<file path="config.mk">
export PLATFORM = sky130hd
export DESIGN_NAME = mvvl_merge
export DESIGN_NICKNAME = d
export VERILOG_FILES = /design/src/hdl/mvvl_pkg.sv /design/src/hdl/mvvl_merge.sv
export SDC_FILE = /design/constraint.sdc
export NUM_CORES = 1
export LEC_CHECK = 0
export BUFFER_PORTS_ARGS = -buffer_cell sky130_fd_sc_hd__buf_2
export CORE_ASPECT_RATIO = 0.6
export CORE_MARGIN = 2
export CORE_UTILIZATION = 50
export DETAILED_ROUTE_END_ITERATION = 6
export GPL_ROUTABILITY_DRIVEN = 0
export HOLD_SLACK_MARGIN = 0.08
export PLACE_DENSITY = 0.85
export SKIP_LAST_GASP = 1
export SYNTH_ARGS = -nofsm -noshare
export SYNTH_HDL_FRONTEND = slang
export SYNTH_SLANG_ARGS = --single-unit
</file>
<file path="constraint.sdc">
create_clock -name aclk -period 6.88 [get_ports aclk]
set_input_delay 1.032 -clock aclk [delete_from_list [all_inputs] [get_ports aclk]]
set_output_delay 1.032 -clock aclk [all_outputs]
set_load 0.02 [all_outputs]
</file>
<file path="src/hdl/mvvl_pkg.sv">
// Shared types, constants and register map for the two-motor velocity command
// and voltage limiter. No dependencies; used by every module in hdl/.
`default_nettype none

package mvvl_pkg;

    localparam int MOTOR_COUNT       = 2;
    localparam int FRAC_BITS_DEFAULT = 16;
    localparam int CFG_ADDR_W        = 5;

    localparam logic REQ_COMMAND = 1'b0;
    localparam logic REQ_TICK    = 1'b1;

    localparam logic [2:0] REG_MAX_SLEW      = 3'd0;
    localparam logic [2:0] REG_MAX_SPEED     = 3'd1;
    localparam logic [2:0] REG_PROP_GAIN     = 3'd2;
    localparam logic [2:0] REG_FF_GAIN       = 3'd3;
    localparam logic [2:0] REG_BASE_VOLTAGE  = 3'd4;
    localparam logic [2:0] REG_BOOST_VOLTAGE = 3'd5;
    localparam logic [2:0] REG_SUPPLY        = 3'd6;
    localparam logic [2:0] REG_TIMEOUT       = 3'd7;

    localparam logic [30:0] RST_MAX_SLEW      = 31'd6553600;
    localparam logic [30:0] RST_MAX_SPEED     = 31'd8519680;
    localparam logic [30:0] RST_PROP_GAIN     = 31'd32768;
    localparam logic [30:0] RST_FF_GAIN       = 31'd3277;
    localparam logic [30:0] RST_BASE_VOLTAGE  = 31'd98304;
    localparam logic [30:0] RST_BOOST_VOLTAGE = 31'd327680;
    localparam logic [30:0] RST_SUPPLY        = 31'd786432;
    localparam logic [15:0] RST_TIMEOUT       = 16'd500;

    typedef struct packed {
        logic               req_type;
        logic signed [31:0] target_vel_a;
        logic signed [31:0] target_vel_b;
        logic signed [31:0] measured_vel_a;
        logic signed [31:0] measured_vel_b;
    } in_word_t;

    typedef struct packed {
        logic signed [31:0] vel_cmd_a;
        logic signed [31:0] vel_cmd_b;
        logic        [30:0] volt_limit_a;
        logic        [30:0] volt_limit_b;
        logic               timed_out;
    } out_word_t;

    typedef struct packed {
        logic [30:0] max_slew;
        logic [30:0] max_speed;
        logic [30:0] prop_gain;
        logic [30:0] feedforward_gain;
        logic [30:0] base_voltage;
        logic [30:0] boost_voltage;
        logic [30:0] supply_voltage;
        logic [15:0] timeout_ticks;
    } cfg_t;

    typedef struct packed {
        logic start;
        logic load;
        logic commit;
        logic kill;
    } lane_ctrl_t;

    typedef struct packed {
        logic               done;
        logic signed [31:0] vel_cmd;
        logic        [30:0] volt_limit;
    } lane_result_t;

    typedef struct packed {
        logic load;
        logic commit;
    } merge_ctrl_t;

    typedef enum logic [2:0] {
        LANE_IDLE,
        LANE_PREP,
        LANE_EST,
        LANE_CORR,
        LANE_FIX,
        LANE_MULT,
        LANE_LIMIT,
        LANE_DONE
    } lane_state_e;

    typedef enum logic {
        CORE_IDLE,
        CORE_BUSY
    } core_state_e;

endpackage

`default_nettype wire

</file>
<file path="src/hdl/mvvl_merge.sv">
// Merging stage: command timeout, kill of the outputs, and the result word
// register on the m_ channel. Depends on mvvl_pkg.
`default_nettype none

module mvvl_merge (
    input  wire logic                   aclk,
    input  wire logic                   aresetn,
    input  wire mvvl_pkg::merge_ctrl_t  ctrl,
    input  wire logic [15:0]            timeout_ticks,
    input  wire mvvl_pkg::lane_result_t lane_res [mvvl_pkg::MOTOR_COUNT],
    input  wire logic                   m_ready,
    output logic                        m_valid,
    output mvvl_pkg::out_word_t         m_data,
    output logic                        kill,
    output logic                        out_free
);

    logic [15:0]         ticks_reg, ticks_next;
    logic                expired_reg;
    logic                m_valid_reg;
    mvvl_pkg::out_word_t m_data_reg, m_data_next;

    always_comb begin
        ticks_next = (ticks_reg == 16'hFFFF) ? ticks_reg : ticks_reg + 16'd1;
        kill       = expired_reg || (ticks_next >= timeout_ticks);
        out_free   = !m_valid_reg || m_ready;

        m_data_next.vel_cmd_a    = kill ? 32'sd0 : lane_res[0].vel_cmd;
        m_data_next.vel_cmd_b    = kill ? 32'sd0 : lane_res[1].vel_cmd;
        m_data_next.volt_limit_a = kill ? 31'd0 : lane_res[0].volt_limit;
        m_data_next.volt_limit_b = kill ? 31'd0 : lane_res[1].volt_limit;
        m_data_next.timed_out    = kill;
    end

    always_ff @(posedge aclk) begin
        if (!aresetn) begin
            ticks_reg   <= '0;
            expired_reg <= 1'b1;
            m_valid_reg <= 1'b0;
        end else begin
            if (ctrl.load) begin
                ticks_reg   <= '0;
                expired_reg <= 1'b0;
            end else if (ctrl.commit) begin
                ticks_reg   <= ticks_next;
                expired_reg <= kill;
            end
            if (ctrl.commit) begin
                m_valid_reg <= 1'b1;
            end else if (m_ready) begin
                m_valid_reg <= 1'b0;
            end
        end
    end

    always_ff @(posedge aclk) begin
        if (ctrl.commit) begin
            m_data_reg <= m_data_next;
        end
    end

    assign m_valid = m_valid_reg;
    assign m_data  = m_data_reg;

endmodule

`default_nettype wire

</file>
Yosys cells after proc, flatten, opt, wreduce, memory -nomap -nowiden
Cells that the tools add are included.

storage, ports and cells
  bits in registers = 145
  latch bits = 0
  memory bits (writable) = 0
  memory bits (read-only) = 0
  bits of input ports = 149
  output and inout bits = 130
  word-level logic and storage cells = 23
  memories = 0

cells by class
  $add $sub $neg = 1
  multiply operators = 0
  div/mod/pow operators = 0
  order comparisons = 1
  equal/unequal tests = 1
  shifts and indexed selects = 0
  mux-type cells = 5
  bitwise logic cells = 1
  reduce and logical (&&, ||, !) cells = 6

operators with widths
  kind                                                              count
  16-bit by 1-bit adder with 16-bit output (second input constant)  1
  16-bit equality test (second input constant)                      1
  16-bit >= comparator                                              1
  16-bit 2-to-1 mux                                                 1
  1-bit 2-to-1 mux                                                  4
  2-bit nonzero test                                                2
  1-bit logical OR                                                  2
  2-bit OR reduction                                                1
  1-bit logical NOT                                                 1
  1-bit inverter                                                    1

Longest topological paths before layout
  depth in word-level cells = 6
  depth in mapped cells = 15
  mapped depth without buffers = 10

Worst setup path before layout
OpenSTA, ideal clock, no wires.

  path type = flip-flop to output port
  start point = register ticks_reg[0]
  end point = output kill
  arrival = 2987 ps
  setup slack = 2861 ps
  stages on the path, launching flop included = 15
  cell sequence = dfxtp_1 -> ha_1 -> and3_1 -> and4_1 -> buf_4 -> buf_6 -> a21oi_1 -> mux2i_1 -> ha_1 -> a21oi_1 -> o21ai_1 -> or3_1 -> buf_2 -> buf_6 -> or3_1

on the way
  longest elaborated chain between the ends = 4
  elaborated cells on any way between the ends = 5

RTL lines
  element                                                                           RTL line          source
  start, declared                                                                   mvvl_merge.sv:18  logic [15:0] ticks_reg, ticks_next;
  start signal, assigned                                                            mvvl_merge.sv:45  ticks_reg <= ticks_next;
  16-bit by 1-bit adder with 16-bit output or 16-bit equality test (tied branches)  mvvl_merge.sv:24  ticks_next = (ticks_reg == 16'hFFFF) ? ticks_reg : ticks_reg + 16'd1;
  16-bit 2-to-1 mux (*)                                                             mvvl_merge.sv:24
  via ticks_next[11]                                                                mvvl_merge.sv:18
  16-bit >= comparator (*)                                                          mvvl_merge.sv:25  kill = expired_reg || (ticks_next >= timeout_ticks);
  1-bit logical OR (*)                                                              mvvl_merge.sv:25
  end, declared                                                                     mvvl_merge.sv:14  output logic kill,

The timed path passes the listed nets; every way through them passes the cells marked *.

Worst setup path after layout
Ends and elaborated chain as after synthesis.

==> out/metrics.yaml <==
outcome: "completed"
track_usage_pct: 22.27
p_per_area_nw_per_um2: 253.3
max_clock_freq_ghz: 0.1724
min_period_ns: 5.799
final_max_slew_viol_count: 0
rows: 33
final_util_pct: 66.02
drtIter0Drc: 465
grt-busiest-layer: "met2"
ioPinCount: 279
slowest_delay_ns: 0.90
coreArea_sq_um: 13710
first_pass_iters: 5
peakVddDrop_uv: 171.9
synth_area_leaders: "edfxtp_1, nor4b_1, nor4b_2, dfxtp_1, ha_1"
postCtsHoldBufs: 0
startpoint_type: "flop"
drt-total-wl_mm: 17.66
cts_sinks: 145
hold-path-endpoint: "ticks_reg[1]"
placed_cell_area_sq_um: 8434
hold_viol: 0
num_antenna_cells: 0
p_leak_nw: 3.718
synth-async-reset-ratio_pct: 0
ant_nets: 0
grt_pass1_wl_mm: 26.25
worst_pin_slew_ns: 1.184
skew_ns: 0.01122
dp_hpwl_mm: 12.07
register_area_sq_um: 4174
cts_setup_buffers: 0
multi_input_area_sq_um: 2531
grt_pass1_vias: 5163
max-cap-violations: 0
clkSlewWorstSetupHoldPaths_ns: 0.07
synth_edf_count: 127
area_growth_pct: 28.29
die_h_microns: 96.01
cp_data_arrival_time_ns: 4.77
min_path_type: "reg -> reg"
cts_tree: "done"
yosysTopAreaCell: "edfxtp_1"
root_buffer: "clkbuf_16"
clk_latency_ns: 0.40
rsz0062_at_grt: "no"
synth.yosys.seq_area_share_pct: 59.17
cts_resized: 0
cts_buffers: 17
critical-path-slowest-cell: "and4_1"
design_area_sq_um: 9050
r2r_setup_slack_ns: 1.47
drt-vias-per-instance: 5.654
setup_viol: 0
largest_reg_flops: 127
hp-start: "ticks_reg[1]"
vias: 5422
dp_slack_ns: 1.613
grtUsageMet2_pct: 35.19
place_inst: 927
crit_fanout: 76
hold-worst-slack_ns: 0.5111
worstHoldPathCells: 2
syn-mean-instance-area_sq_um: 13.80
critPathCaptureType: "primary output"
overflow: 0
grtUsageMet1_pct: 30.27
portBuffers: 276
synth_warnings: 0
crit_top_cell: "ha_1"
r2r_end: "m_data[65]"
syn-cell-area_sq_um: 7054
synth_seq_cells: 145
grt_max_degree: 89
yosys_most_used_dff: "edfxtp_1"
initial_core_util_pct: 51.46
ys_types: 49
synth_nets: 677
drc_errors: 0
r2r-start: "ticks_reg[0]"
path_cells: "ha_1, and3_1, and4_1, nand2_1, o21ai_0, ha_1, nand4_2, nor3_1, o21a_4, or3_1, buf_2"
total_power_mw: 2.292
netlist.area_leader.share_pct: 54.06
fin_tns_setup_ns: 0
fin_ws_ns: 1.081
fill_cells: 1048
period_share_pct: 84.29
die_w_microns: 157.3
die-area_sq_um: 15110
syn-instance-count: 511
crit_start: "ticks_reg[0]"
required_ns: 5.85
cts_buffer_depth: 2
reg2regPathDepth: 12
drive_above_1_share_pct: 46.02
post_drt_wl_per_cell_microns: 18.42
grt.met3_usage_pct: 6.348
ctsHtreeMaxLevel: 4
slew_headroom_pct: 20.90
nets: 920
criticalPathCategory: "reg -> out"
antenna_found_initial: 0
fin_cells: 959
## how the worst max path moves through the flow
stage               depth (start not counted)    to  slack [ns]
finish                                     11  kill        1.08
global route                               11  kill        0.78
CTS                                        11  kill        1.16
detailed placement                         11  kill        1.61
global placement                           11  kill        1.77
floorplan                                  14  kill        2.86
## where the power goes
part	switching, mW	internal (mW)	leakage, nW
combinational	0.177	0.116	1.98
clock	0.402	0.556	0.300
sequential	0.0149	1.03	1.44
## synthesized netlist by cell type, drive strengths merged (2+ instances only)
cell,n
edfxtp,127
nor4b,127
buf,42
nand2,22
a21oi,19
dfxtp,18
inv,18
ha,17
clkbuf,15
nand2b,9
xor2,9
mux2i,8
a211oi,7
nand4,7
o21ai,7
a2111oi,6
nor2,6
a31oi,5
and4,5
and3,4
nand3,4
a21boi,3
and2,3
nor2b,3
nor3,3
a2111o,2
a41o,2
o21a,2
or3,2
## layout make-up
cell class / instances / area share (%)
inverter: 18 / 0.7466
clock inverter: 15 / 2.101
tap: 192 / 2.654
clock buffer: 17 / 4.701
sequential: 145 / 46.12
multi-input combinational: 291 / 27.97
timing repair buffer: 281 / 15.71
## layout by cell type, fill, tap and decap left out, types with 2 or more instances in the layout
| cell type | n |
|---|---|
| buf_2 | 275 |
| edfxtp_1 | 127 |
| nor4b_1 | 96 |
| nor4b_2 | 27 |
| nand2_1 | 22 |
| a21oi_1 | 19 |
| inv_1 | 18 |
| dfxtp_1 | 18 |
| ha_1 | 17 |
| clkbuf_16 | 17 |
| xor2_1 | 9 |
| nand2b_1 | 9 |
| mux2i_1 | 8 |
| a211oi_1 | 7 |
| nand4_1 | 6 |
| o21ai_0 | 6 |
| nor2_1 | 6 |
| inv_6 | 6 |
| buf_4 | 6 |
| a31oi_1 | 5 |
| and4_1 | 4 |
| and3_1 | 4 |
| nand3_1 | 4 |
| nor4b_4 | 4 |
| a2111oi_0 | 4 |
| inv_8 | 4 |
| nor3_1 | 3 |
| a21boi_0 | 3 |
| nor2b_1 | 3 |
| and2_1 | 2 |
| a2111oi_2 | 2 |
| a41o_1 | 2 |
| a2111o_1 | 2 |
| bufinv_16 | 2 |
## worst max-delay path, delay by kind of cell (launching register included)
kind	cells	cell delay, ns
simple gates	6	2.35
fa+ha+maj	2	0.47
compound gates	2	0.95
buf+inv	1	0.17
flops	1	0.40
## routing by layer
metal	wire length (microns)	part of all wire, %	vias to the layer above
met1	7437	42	2667
met2	8592	49	227
met5	0	0	-
met3	1423	8.1	18
li1	-	-	2510
met4	206	1.2	0
## logic make-up (layout without fill, tap and decap cells)
group	Yosys count	after routing	synth area share, %
AO/OA/AOI/OAI	57	57	5.569
XOR/XNOR	10	10	1.242
adder cells (fa/ha/maj)	17	17	3.015
buffers and inverters	75	331	5.250
flip-flops	145	145	59.17
multiplexers	9	9	1.295
AND/OR/NAND/NOR	198	198	24.46
Note: power is estimated with default switching activity, not from simulation.
